<file path="config.mk">
export PLATFORM = sky130hd
export DESIGN_NAME = yolo_detection_decode
export DESIGN_NICKNAME = d
export VERILOG_FILES = /design/src/hw/rtl/ydd_pkg.sv /design/src/hw/rtl/ydd_cfg_regs.sv /design/src/hw/rtl/yolo_detection_decode.sv
export SDC_FILE = /design/constraint.sdc
export NUM_CORES = 2
export LEC_CHECK = 0
export BUFFER_PORTS_ARGS = -buffer_cell sky130_fd_sc_hd__buf_2
export CORE_MARGIN = 5
export CORE_UTILIZATION = 65
export CTS_BUF_LIST = sky130_fd_sc_hd__clkbuf_16
export DETAILED_ROUTE_END_ITERATION = 12
export PLACE_DENSITY_LB_ADDON = 0.15
export SKIP_CTS_REPAIR_TIMING = 1
export SYNTH_ARGS = -nofsm -noshare
export SYNTH_HDL_FRONTEND = slang
export SYNTH_SLANG_ARGS = --single-unit
export TNS_END_PERCENT = 100
</file>
<file path="constraint.sdc">
create_clock -name aclk -period 13.04 [get_ports aclk]
set_clock_uncertainty 0.1 [all_clocks]
set_input_delay 1.304 -clock aclk [delete_from_list [all_inputs] [get_ports aclk]]
set_output_delay 1.304 -clock aclk [all_outputs]
set_load 0.02 [all_outputs]
</file>
<file path="src/hw/rtl/ydd_pkg.sv">
// ----------------------------------------------------------------------------
// ydd_pkg
// Shared types, register indexes and helper functions of the YOLO detection
// decoder.
// ----------------------------------------------------------------------------
package ydd_pkg;

    localparam int MaxClasses   = 128;
    localparam int ElemWidth    = 19;
    localparam int PosWidth     = 8;
    localparam int ClassWidth   = 7;
    localparam int ScoreWidth   = 16;
    localparam int EdgeWidth    = 17;
    localparam int CenterWidth  = 28;
    localparam int HalfWidth    = 27;
    localparam int SumWidth     = 29;
    localparam int ProdWidth    = 44;
    localparam int CfgIdxWidth  = 3;
    localparam int CfgDataWidth = 24;

    localparam logic [PosWidth-1:0] PosCenterX  = 8'd0;
    localparam logic [PosWidth-1:0] PosCenterY  = 8'd1;
    localparam logic [PosWidth-1:0] PosWidthEl  = 8'd2;
    localparam logic [PosWidth-1:0] PosHeightEl = 8'd3;
    localparam logic [PosWidth-1:0] PosFirstScore = 8'd4;
    localparam logic [PosWidth-1:0] PosLastMax  = 8'(3 + MaxClasses);

    typedef enum logic [CfgIdxWidth-1:0] {
        REG_SCORE_THRESHOLD = 3'd0,
        REG_PAD_LEFT        = 3'd1,
        REG_PAD_TOP         = 3'd2,
        REG_INVERSE_SCALE   = 3'd3,
        REG_IMAGE_WIDTH     = 3'd4,
        REG_IMAGE_HEIGHT    = 3'd5,
        REG_CLASS_COUNT     = 3'd6
    } reg_index_t;

    typedef struct packed {
        logic [15:0] score_threshold;
        logic [11:0] pad_left;
        logic [11:0] pad_top;
        logic [23:0] inverse_scale;
        logic [12:0] image_width;
        logic [12:0] image_height;
        logic [7:0]  class_count;
    } cfg_t;

    // Clamps a signed fixed-point edge to the range from zero to the image size.
    function automatic logic [EdgeWidth-1:0] clamp_edge(
        input logic signed [SumWidth-1:0] v,
        input logic [12:0]                limit
    );
        logic [EdgeWidth-1:0] hi;
        logic [EdgeWidth-1:0] res;
        hi = {limit, 4'b0000};
        if (v < 0) begin
            res = '0;
        end else if (v > $signed({{(SumWidth-EdgeWidth){1'b0}}, hi})) begin
            res = hi;
        end else begin
            res = v[EdgeWidth-1:0];
        end
        return res;
    endfunction

    // Position of the last score of an anchor for a given class count.
    function automatic logic [PosWidth-1:0] last_position(input logic [7:0] count);
        logic [PosWidth-1:0] eff;
        if (count == 8'd0) begin
            eff = 8'd1;
        end else if (count > 8'(MaxClasses)) begin
            eff = 8'(MaxClasses);
        end else begin
            eff = count;
        end
        return eff + 8'd3;
    endfunction

endpackage

</file>
<file path="src/hw/rtl/ydd_cfg_regs.sv">
// ----------------------------------------------------------------------------
// ydd_cfg_regs
// Configuration register file of the YOLO detection decoder.
// ----------------------------------------------------------------------------
module ydd_cfg_regs
    import ydd_pkg::*;
(
    input  logic                    aclk,
    input  logic                    aresetn,
    input  logic                    cfg_valid,
    output logic                    cfg_ready,
    input  logic [CfgIdxWidth-1:0]  cfg_index,
    input  logic [CfgDataWidth-1:0] cfg_data,
    output cfg_t                    cfg
);

    cfg_t cfg_reg;
    cfg_t cfg_next;

    assign cfg_ready = 1'b1;
    assign cfg       = cfg_reg;

    always_comb begin
        cfg_next = cfg_reg;
        if (cfg_valid) begin
            case (reg_index_t'(cfg_index))
                REG_SCORE_THRESHOLD: cfg_next.score_threshold = cfg_data[15:0];
                REG_PAD_LEFT:        cfg_next.pad_left        = cfg_data[11:0];
                REG_PAD_TOP:         cfg_next.pad_top         = cfg_data[11:0];
                REG_INVERSE_SCALE:   cfg_next.inverse_scale   = cfg_data[23:0];
                REG_IMAGE_WIDTH:     cfg_next.image_width     = cfg_data[12:0];
                REG_IMAGE_HEIGHT:    cfg_next.image_height    = cfg_data[12:0];
                REG_CLASS_COUNT:     cfg_next.class_count     = cfg_data[7:0];
                default:             cfg_next = cfg_reg;
            endcase
        end
    end

    always_ff @(posedge aclk) begin
        if (!aresetn) begin
            cfg_reg.score_threshold <= 16'd16384;
            cfg_reg.pad_left        <= 12'd0;
            cfg_reg.pad_top         <= 12'd0;
            cfg_reg.inverse_scale   <= 24'd65536;
            cfg_reg.image_width     <= 13'd640;
            cfg_reg.image_height    <= 13'd640;
            cfg_reg.class_count     <= 8'd80;
        end else begin
            cfg_reg <= cfg_next;
        end
    end

endmodule

</file>
<file path="src/hw/rtl/yolo_detection_decode.sv">
// ----------------------------------------------------------------------------
// yolo_detection_decode
// Decodes the detector output stream into boxes with a class and a score.
// ----------------------------------------------------------------------------
// The block takes one element per cycle and keeps taking elements while a
// detection waits at the output, unless the next detection is also ready,
// which stalls the input. Each anchor is 4 + class_count elements: cx, cy,
// w, h, then the class scores. A detection reaches the output register
// through an input register, the box multiplier with its product register,
// and the update of the box edges and the running best score. Anchors
// without a qualifying class or with a box under one pixel give no request.
module yolo_detection_decode
    import ydd_pkg::*;
(
    input  logic                    aclk,
    input  logic                    aresetn,
    input  logic                    s_tvalid,
    output logic                    s_tready,
    input  logic [23:0]             s_tdata,   // element[18:0], zero fill
    input  logic [0:0]              s_tuser,   // frame_start[0]
    output logic                    m_tvalid,
    input  logic                    m_tready,
    output logic [95:0]             m_tdata,   // label[6:0], confidence[22:7],
                                               // box_left[39:23], box_top[56:40],
                                               // box_width[73:57], box_height[90:74]
    input  logic                    cfg_valid,
    output logic                    cfg_ready,
    input  logic [CfgIdxWidth-1:0]  cfg_index,
    input  logic [CfgDataWidth-1:0] cfg_data
);

    cfg_t cfg;

    ydd_cfg_regs u_cfg (
        .aclk      (aclk),
        .aresetn   (aresetn),
        .cfg_valid (cfg_valid),
        .cfg_ready (cfg_ready),
        .cfg_index (cfg_index),
        .cfg_data  (cfg_data),
        .cfg       (cfg)
    );

    // Position tracking at the input.
    logic [PosWidth-1:0] pos_reg, pos_next;
    logic [PosWidth-1:0] in_pos;
    logic                in_last;
    logic                s_fire;

    // Stage one: registered element.
    logic                        s1_valid_reg, s1_valid_next;
    logic signed [ElemWidth-1:0] s1_elem_reg;
    logic [PosWidth-1:0]         s1_pos_reg;
    logic                        s1_last_reg;

    // Stage two: registered product and saturated score.
    logic                        s2_valid_reg, s2_valid_next;
    logic signed [ProdWidth-1:0] s2_prod_reg;
    logic [ScoreWidth-1:0]       s2_score_reg;
    logic [PosWidth-1:0]         s2_pos_reg;
    logic                        s2_last_reg;

    // Anchor state.
    logic signed [CenterWidth-1:0] center_x_reg, center_y_reg;
    logic [EdgeWidth-1:0]          left_reg, right_reg, top_reg, bottom_reg;
    logic [ScoreWidth-1:0]         top_score_reg, top_score_next;
    logic [ClassWidth-1:0]         best_class_reg, best_class_next;
    logic                          have_best_reg, have_best_next;

    logic                    m_tvalid_reg;
    logic [95:0]             m_tdata_reg;

    logic                    s1_move, s2_fire, s2_free, s1_free, out_free;
    logic                    emit;

    logic signed [19:0]          mul_op;
    logic signed [ProdWidth-1:0] prod_full;
    logic [ScoreWidth-1:0]       score_sat;

    logic signed [CenterWidth-1:0] center;
    logic signed [HalfWidth-1:0]   half;
    logic signed [SumWidth-1:0]    sum_lo_x, sum_hi_x, sum_lo_y, sum_hi_y;
    logic [EdgeWidth-1:0]          clamp_lo, clamp_hi;
    logic signed [EdgeWidth:0]     box_w, box_h;
    logic                          size_ok;

    assign in_pos  = s_tuser[0] ? PosCenterX : pos_reg;
    assign in_last = (in_pos >= PosFirstScore) && (in_pos >= last_position(cfg.class_count));
    assign pos_next = in_last ? PosCenterX : in_pos + 8'd1;

    assign out_free = !m_tvalid_reg || m_tready;
    assign s2_fire  = s2_valid_reg && (!emit || out_free);
    assign s2_free  = !s2_valid_reg || s2_fire;
    assign s1_move  = s1_valid_reg && s2_free;
    assign s1_free  = !s1_valid_reg || s2_free;
    assign s_tready = s1_free;
    assign s_fire   = s_tvalid && s_tready;

    assign s1_valid_next = s_fire || (s1_valid_reg && !s2_free);
    assign s2_valid_next = s1_move || (s2_valid_reg && !s2_fire);

    always_comb begin
        case (s1_pos_reg)
            PosCenterX: mul_op = {s1_elem_reg[ElemWidth-1], s1_elem_reg}
                                 - $signed({4'b0000, cfg.pad_left, 4'b0000});
            PosCenterY: mul_op = {s1_elem_reg[ElemWidth-1], s1_elem_reg}
                                 - $signed({4'b0000, cfg.pad_top, 4'b0000});
            default:    mul_op = {s1_elem_reg[ElemWidth-1], s1_elem_reg};
        endcase
    end

    assign prod_full = mul_op * $signed({1'b0, cfg.inverse_scale});

    always_comb begin
        if (s1_elem_reg[ElemWidth-1]) begin
            score_sat = '0;
        end else if (s1_elem_reg[17:16] != 2'b00) begin
            score_sat = '1;
        end else begin
            score_sat = s1_elem_reg[15:0];
        end
    end

    assign center = s2_prod_reg[ProdWidth-1:16];
    assign half   = s2_prod_reg[ProdWidth-1:17];

    assign sum_lo_x = SumWidth'(center_x_reg) - SumWidth'(half);
    assign sum_hi_x = SumWidth'(center_x_reg) + SumWidth'(half);
    assign sum_lo_y = SumWidth'(center_y_reg) - SumWidth'(half);
    assign sum_hi_y = SumWidth'(center_y_reg) + SumWidth'(half);

    always_comb begin
        if (s2_pos_reg == PosWidthEl) begin
            clamp_lo = clamp_edge(sum_lo_x, cfg.image_width);
            clamp_hi = clamp_edge(sum_hi_x, cfg.image_width);
        end else begin
            clamp_lo = clamp_edge(sum_lo_y, cfg.image_height);
            clamp_hi = clamp_edge(sum_hi_y, cfg.image_height);
        end
    end

    always_comb begin
        top_score_next  = top_score_reg;
        best_class_next = best_class_reg;
        have_best_next  = have_best_reg;
        if (s2_pos_reg == PosFirstScore) begin
            top_score_next  = cfg.score_threshold;
            best_class_next = '0;
            have_best_next  = 1'b0;
        end
        if (s2_score_reg > top_score_next) begin
            top_score_next  = s2_score_reg;
            best_class_next = ClassWidth'(s2_pos_reg - PosFirstScore);
            have_best_next  = 1'b1;
        end
    end

    assign box_w   = $signed({1'b0, right_reg}) - $signed({1'b0, left_reg});
    assign box_h   = $signed({1'b0, bottom_reg}) - $signed({1'b0, top_reg});
    assign size_ok = !box_w[EdgeWidth] && (box_w[EdgeWidth-1:4] != '0)
                  && !box_h[EdgeWidth] && (box_h[EdgeWidth-1:4] != '0);
    assign emit    = s2_last_reg && (s2_pos_reg >= PosFirstScore)
                  && have_best_next && size_ok;

    always_ff @(posedge aclk) begin
        if (s_fire) begin
            s1_elem_reg <= s_tdata[ElemWidth-1:0];
            s1_pos_reg  <= in_pos;
            s1_last_reg <= in_last;
        end
        if (s1_move) begin
            s2_prod_reg  <= prod_full;
            s2_score_reg <= score_sat;
            s2_pos_reg   <= s1_pos_reg;
            s2_last_reg  <= s1_last_reg;
        end
        if (s2_fire && emit) begin
            m_tdata_reg <= {5'b00000, box_h[EdgeWidth-1:0], box_w[EdgeWidth-1:0],
                            top_reg, left_reg, top_score_next, best_class_next};
        end
    end

    always_ff @(posedge aclk) begin
        if (!aresetn) begin
            pos_reg        <= '0;
            s1_valid_reg   <= 1'b0;
            s2_valid_reg   <= 1'b0;
            m_tvalid_reg   <= 1'b0;
            center_x_reg   <= '0;
            center_y_reg   <= '0;
            left_reg       <= '0;
            right_reg      <= '0;
            top_reg        <= '0;
            bottom_reg     <= '0;
            top_score_reg  <= '0;
            best_class_reg <= '0;
            have_best_reg  <= 1'b0;
        end else begin
            s1_valid_reg <= s1_valid_next;
            s2_valid_reg <= s2_valid_next;
            if (s_fire) begin
                pos_reg <= pos_next;
            end
            if (s2_fire && emit) begin
                m_tvalid_reg <= 1'b1;
            end else if (m_tready) begin
                m_tvalid_reg <= 1'b0;
            end
            if (s2_fire) begin
                case (s2_pos_reg)
                    PosCenterX: center_x_reg <= center;
                    PosCenterY: center_y_reg <= center;
                    PosWidthEl: begin
                        left_reg  <= clamp_lo;
                        right_reg <= clamp_hi;
                    end
                    PosHeightEl: begin
                        top_reg    <= clamp_lo;
                        bottom_reg <= clamp_hi;
                    end
                    default: begin
                        top_score_reg  <= top_score_next;
                        best_class_reg <= best_class_next;
                        have_best_reg  <= have_best_next;
                    end
                endcase
            end
        end
    end

    assign m_tvalid = m_tvalid_reg;
    assign m_tdata  = m_tdata_reg;

    a_pos_range: assert property (@(posedge aclk) disable iff (!aresetn)
        pos_reg <= PosLastMax)
        else $error("Element position ran past the last score.");

    a_out_source: assert property (@(posedge aclk) disable iff (!aresetn)
        $rose(m_tvalid_reg) |-> $past(s2_valid_reg && s2_last_reg))
        else $error("Detection appeared without a finished anchor.");

    a_out_size: assert property (@(posedge aclk) disable iff (!aresetn)
        m_tvalid_reg |-> (m_tdata_reg[73:57] >= 17'd16 && m_tdata_reg[90:74] >= 17'd16))
        else $error("Detection smaller than one pixel.");

endmodule

</file>
# ---- Yosys cells after proc, flatten, opt, wreduce, memory -nomap -nowiden
# Cells that the tools add are included.
dict set report classes {
  n_addsub 11
  n_mul 1
  magnitude_cmp 13
  n_eq_ne 11
  n_mux 24
  bitwise 1
  reduce_logical 48
}
# operator n
set op_table {}
lappend op_table {{two-way mux 17 bit} 10}
lappend op_table {{greater-than comparator 29 x 18 -> 1 bit} 4}
lappend op_table {{< comparator 29 x 1 -> 1 bit, second input constant} 4}
lappend op_table {{adder 28 x 27 -> 29 bit} 2}
lappend op_table {{subtractor 28 x 27 -> 29 bit} 2}
lappend op_table {{two-way mux 16 bit} 3}
lappend op_table {{multiplier 20 x 25 -> 44 bit} 1}
lappend op_table {{case mux 20 bit (2 select lines)} 1}
lappend op_table {{subtractor 19 x 17 -> 20 bit} 2}
lappend op_table {{subtractor 17 x 17 -> 18 bit} 2}
lappend op_table {{two-way mux 8 bit} 4}
lappend op_table {{nonzero test 13 bit} 2}
lappend op_table {{zero test 8 bit} 3}
lappend op_table {{AND reduction 2 bit} 12}
lappend op_table {{equality test 8 x 1 -> 1 bit, second input constant} 2}
lappend op_table {{equality test 8 x 2 -> 1 bit, second input constant} 2}
lappend op_table {{greater-or-equal comparator 8 x 3 -> 1 bit, second input constant} 2}
lappend op_table {{greater-than comparator 16 bit} 1}
lappend op_table {{two-way mux 7 bit} 2}
lappend op_table {{logical AND 1 bit} 13}
lappend op_table {{equality test 3 bit, second input constant} 3}
lappend op_table {{adder 8 x 1 -> 8 bit, second input constant} 1}
lappend op_table {{adder 8 x 2 -> 8 bit, second input constant} 1}
lappend op_table {{equality test 8 x 3 -> 1 bit, second input constant} 1}
lappend op_table {{12 further kinds} 29}
dict set report word_totals {
  reg_bits 445
  input_bits 57
  out_inout_bits 99
  wordCells 137
}

# ---- Longest topological paths before layout
dict set report logic_depth {
  word_depth 13
  ltp_mapped 41
  ltp_nobuf 40
}

# ---- Modules after synthesis
# Synthesis repeated with hierarchy kept, for this count alone.
dict set report hier_totals {
  hier_cells 4789
  hier_area_um2 42888.6
}
# mod instances cells_per_inst area_each_um2 seq_area_each_um2
set modules_own_cells {}
lappend modules_own_cells {yolo_detection_decode 1 4427 39173.8 8348.0}
lappend modules_own_cells {ydd_cfg_regs 1 362 3714.8 1961.9}

# ---- Worst setup path before layout
# Ideal clock, no wire load.
dict set report synth_timing {
  path_type {reg2reg}
  from {register s2_pos_reg[4]}
  to {register m_tdata_reg[0] (netlist: m_tdata[0]), enable pin}
  setup_time_ns 0.652
  arrival_ns 9.963
  required_ns 12.288
  setup_slack_ns 2.325
  stages_incl_launch_ff 15
  n_path_buf 1
  period_less_slack_ns 10.715
  cell_sequence {edfxtp_1 > nor4_1 > nand3_1 > clkbuf_1 > mux2i_1 > ha_1 > nand4_1 > or2_1 > a311o_1 > a31oi_1 > a21oi_1 > or4_4 > nor2_1 > nand2_1 > nor3_1}
}
dict set report synth_between {
  elab_chain_len 10
  elab_cells_between_ends 13
  cone_classes {order compare (2); eq/ne (1); mux (3); reduce/logical (7)}
}
# item line_no
set synth_lines {}
lappend synth_lines {{start: declaration} yolo_detection_decode.sv:60} ;# logic [PosWidth-1:0] s2_pos_reg;
lappend synth_lines {{start signal: assignment} yolo_detection_decode.sv:174} ;# s2_pos_reg <= s1_pos_reg;
lappend synth_lines {{equality test 8 x 3 -> 1 bit} yolo_detection_decode.sv:146} ;# if (s2_pos_reg == PosFirstScore) begin
lappend synth_lines {{two-way mux 16 bit} yolo_detection_decode.sv:146}
lappend synth_lines {{greater-than comparator 16 bit} yolo_detection_decode.sv:151} ;# if (s2_score_reg > top_score_next) begin
lappend synth_lines {{two-way mux 1 bit} yolo_detection_decode.sv:151}
lappend synth_lines {{logical AND 1 bit (*) (2 in series)} yolo_detection_decode.sv:163} ;# && have_best_next && size_ok;
lappend synth_lines {{zero test 1 bit} yolo_detection_decode.sv:92} ;# assign s2_fire = s2_valid_reg && (!emit || out_free);
lappend synth_lines {{logical OR 1 bit} yolo_detection_decode.sv:92}
lappend synth_lines {{logical AND 1 bit} yolo_detection_decode.sv:92}
lappend synth_lines {{logical AND 1 bit (*)} yolo_detection_decode.sv:177} ;# if (s2_fire && emit) begin
lappend synth_lines {{end signal: assignment} yolo_detection_decode.sv:178} ;# m_tdata_reg <= {5'b00000, box_h[EdgeWidth-1:0], box_w[EdgeWidth-1:0],
lappend synth_lines {{end: declaration} yolo_detection_decode.sv:71} ;# logic [95:0] m_tdata_reg;
# Mark *: on every way between the ends. The rest lies on a longest branch, timed or not.
# A chain may end at the register's enable or synchronous reset.

# ---- Worst setup path after layout
dict set report layout_timing {
  from {register s1_pos_reg[5]}
  to {register s2_prod_reg[43], data pin}
}
dict set report layout_between {
  elab_chain_len 3
  elab_cells_between_ends 4
  cone_classes {mul (1); eq/ne (1); mux (1); reduce/logical (1)}
}
# item line_no
set layout_lines {}
lappend layout_lines {{start: declaration} yolo_detection_decode.sv:53} ;# logic [PosWidth-1:0] s1_pos_reg;
lappend layout_lines {{start signal: assignment} yolo_detection_decode.sv:168} ;# s1_pos_reg <= in_pos;
lappend layout_lines {{equality test 8 x 1 -> 1 bit / zero test 8 bit (equally long branches)} yolo_detection_decode.sv:103} ;# case (s1_pos_reg)
lappend layout_lines {{case mux 20 bit (2 select lines) (*)} yolo_detection_decode.sv:103}
lappend layout_lines {{multiplier 20 x 25 -> 44 bit (*)} yolo_detection_decode.sv:112} ;# assign prod_full = mul_op * $signed({1'b0, cfg.inverse_scale});
lappend layout_lines {{named net prod_full[43]} yolo_detection_decode.sv:77} ;# logic signed [ProdWidth-1:0] prod_full;
lappend layout_lines {{end signal: assignment} yolo_detection_decode.sv:172} ;# s2_prod_reg <= prod_full;
lappend layout_lines {{end: declaration} yolo_detection_decode.sv:58} ;# logic signed [ProdWidth-1:0] s2_prod_reg;
# The timed path passes the listed nets; every way through them passes the cells marked *.

==> impl_metrics.py <==
metrics = {
    "sta": {
        "period_needed_ps": 12050,
        "finalSetupTns_ps": 0,
        "slew_violations": 0,
        "relSlewSlack_pct": 17.6,
        "worst-slew-pin-transition_ps": 1240,
        "rsz0062_at_grt": "no",
        "setup_viol": 0,
        "finalHoldViolations": 0,
        "min_period_over_period_pct": 92.4,
        "max_freq_mhz": 83.0,
        "fin_ws_ps": 993,
    },
    "clocking": {
        "cts.sinks": 429,
        "htreeDepth": 2,
        "root_buffer": "clkbuf_16",
        "clk_path_buf_depth": 3,
        "clock_latency_ps": 620,
        "cts_made_buffers": 45,
        "cts_tree": "yes",
        "path_clk_slew_ps": 70,
    },
    "outcome": {
        "status": "finished, final reports clean",
    },
    "synth": {
        "synth_area_per_cell_sq_um": 8.99,
        "synth.most_common_cell": "inv_1",
        "yosysSeqAreaShare_pct": 24.1,
        "async_flop_share_pct": 0,
        "yosys.area.top_type": "fa_1",
        "synth-warning-count": 0,
        "synthTopCellsByCount": "inv_1 (623), nand2_1 (619), ha_1 (413)",
        "netlist_top_cells_area": "fa_1 (19%), ha_1 (12%), edfxtp_1 (12%), dfxtp_1 (12%), inv_1 (5.5%)",
        "syn_area_sq_um": 42900,
        "synth_seq_cells": 429,
        "synth_cells": 4765,
        "synth.distinct_cells": 98,
        "synth_top_area_share_pct": 18.6,
        "synthFlopType": "dfxtp_1",
        "synth_edf_count": 172,
    },
    "drt": {
        "vias": 34100,
        "remaining_drc_errors": 0,
        "drt_pass1_iterations": 8,
        "drt_iter0_drc": 3065,
        "routed_wl_microns": 116000,
        "routed_via_density": 6.01,
        "detail-route-antenna-nets": 0,
        "drt-wirelength-per-cell_microns": 20.5,
    },
    "final_layout": {
        "syn2layout_area_growth_pct": 6.67,
        "drive_gt1_share_pct": 7.46,
        "nets": 5644,
        "num-fill-cells": 5283,
        "final_cells": 5677,
        "largest_register_ffs": 98,
    },
    "global_route": {
        "grt_pass1_vias": 34100,
        "grt_max_degree": 105,
        "grt_util_all_layers_pct": 32.2,
        "antenna_found_initial": 2,
        "grt_pass1_wl_microns": 183000,
        "overflow": 0,
    },
    "critical_path": {
        "cpMostUsedCell": "fa_1",
        "cp.arrival_ps": 12290,
        "cp_max_fo": 24,
        "endpoint_kind": "flip-flop",
        "path_class": "reg -> reg",
        "startpoint_type": "flip-flop",
        "max_stage_delay_ps": 600,
        "cp.required_ps": 13280,
        "cp_slowest_cell": "fa_1",
    },
    "floorplan": {
        "num_io_pins": 156,
        "dieArea_sq_um": 71200,
        "die_w_microns": 267,
        "start_util_pct": 65.3,
        "rows": 94,
        "coreArea_sq_um": 65600,
        "dieHeight_microns": 267,
    },
    "flow_run": {
        "maxCapViolCount": 0,
    },
    "power_and_ir_drop": {
        "p_leak_uw": 0.0210,
        "powerDensity_nw_per_um2": 97.8,
        "vdd_drop_max_v": 0.0000983,
    },
    "placed_design": {
        "port_buffers": 144,
        "dp_slack_ps": 1160,
        "dp.cells": 5592,
        "hpwl_microns": 88000,
        "place.gp.congestion": 0.965,
    },
    "min_path": {
        "hp-class": "reg -> reg",
    },
}
cell usage in the layout (no fill, tap or decap), types with 21 or more instances in the layout:
master,Yosys,routed
o2bb2ai_1,40,40
clkbuf_16,0,45
nand3_1,56,56
buf_4,11,54
and2_1,161,161
edfxtp_1,172,172
ha_1,413,413
nand2b_1,51,51
nor2b_1,134,132
xnor2_1,97,95
and3_1,21,21
nand2_1,619,619
nor2_1,238,236
inv_1,623,632
or2_2,28,28
nor4_1,31,29
a211oi_1,23,23
a21boi_0,105,105
mux2i_1,167,167
nand4_1,33,33
o21ai_0,117,114
a21oi_1,197,197
o31ai_1,35,29
buf_2,29,143
o21a_1,36,36
fa_1,399,399
o211ai_1,31,31
or3_1,25,25
nor3_1,59,57
xor2_1,33,33
dfxtp_1,257,257
a21o_1,60,60
cell type report:
cell class                      count  area, sq um  area share (%)
Sequential cell                   429        10300            22.6
Antenna cell                        1         2.50         0.00547
Multi-Input combinational cell   3476        29300            64.1
Tap cell                          864         1080            2.36
Clock buffer                       45         1130            2.46
Inverter                          626         2350            5.14
Clock inverter                     39          409           0.895
Timing Repair Buffer              197         1120            2.45
critical path, delay by kind of cell, from the launching register on:
kind	cells	cell delay (ps)
adder cells (fa/ha/maj)	10	4470
AO/OA/AOI/OAI	17	3910
AND/OR/NAND/NOR	6	1880
buffers and inverters	4	530
multiplexers	1	420
flip-flops	1	380
XOR/XNOR	1	80
routing by layer:
| layer | wire length, microns | up-vias | share of wire [%] | GRT usage (%) |
|---|---|---|---|---|
| met5 | 0 | - | 0 | 0 |
| met4 | 5540 | 0 | 4.8 | 13.6 |
| met3 | 9310 | 305 | 8.0 | 5.25 |
| met2 | 54700 | 1427 | 47 | 53.3 |
| met1 | 46900 | 16500 | 40 | 42.3 |
| li1 | - | 15900 | - | - |
where the power goes:
part           internal (uW)  switching (uW)  total, uW
clock network            760             575       1330
logic                    601             985       1590
registers               1470            80.9       1550
stage by stage:
| stage | hold slack [ps] | utilization, % | power (uW) | area (sq um) |
|---|---|---|---|---|
| global route | 359 | 69.7 | 4730 | 45700 |
| floorplan | 300 | - | 2680 | 42900 |
| global placement | 320 | 67.3 | 3080 | 44200 |
| CTS | 334 | 69.7 | 4460 | 45700 |
| finish | 332 | 69.7 | 4470 | 45700 |
| detailed placement | 318 | 67.3 | 3120 | 44200 |
worst paths after layout:
check / start / endpoint / slack, ps / cells past startpoint
worst max register to register: s1_pos_reg[5]$_DFFE_PP_ / s2_prod_reg[43]$_DFFE_PP_ / 990 / 39
worst min register to register: top_reg[12]$_SDFFE_PN0P_ / m_tdata[52]$_DFFE_PP_ / 330 / 0
worst min-delay path: top_reg[12]$_SDFFE_PN0P_ / m_tdata[52]$_DFFE_PP_ / 330 / 0
worst max-delay path: s1_pos_reg[5]$_DFFE_PP_ / s2_prod_reg[43]$_DFFE_PP_ / 990 / 39
cell families (layout without fill, tap and decap cells):
family,Yosys count,count (layout),share of synthesized area (%)
and+or+nand+nor,1514,1514,17.1
buffers and inverters,864,907,7.87
AOI/OAI and AO/OA,836,836,13.4
adders and majority gates,812,812,30.7
DFF,429,429,24.1
muxes,178,178,4.19
xor gates and xnor gates,130,130,2.66
other,2,7,0.0175
Note: power is estimated with default switching activity, not from simulation.
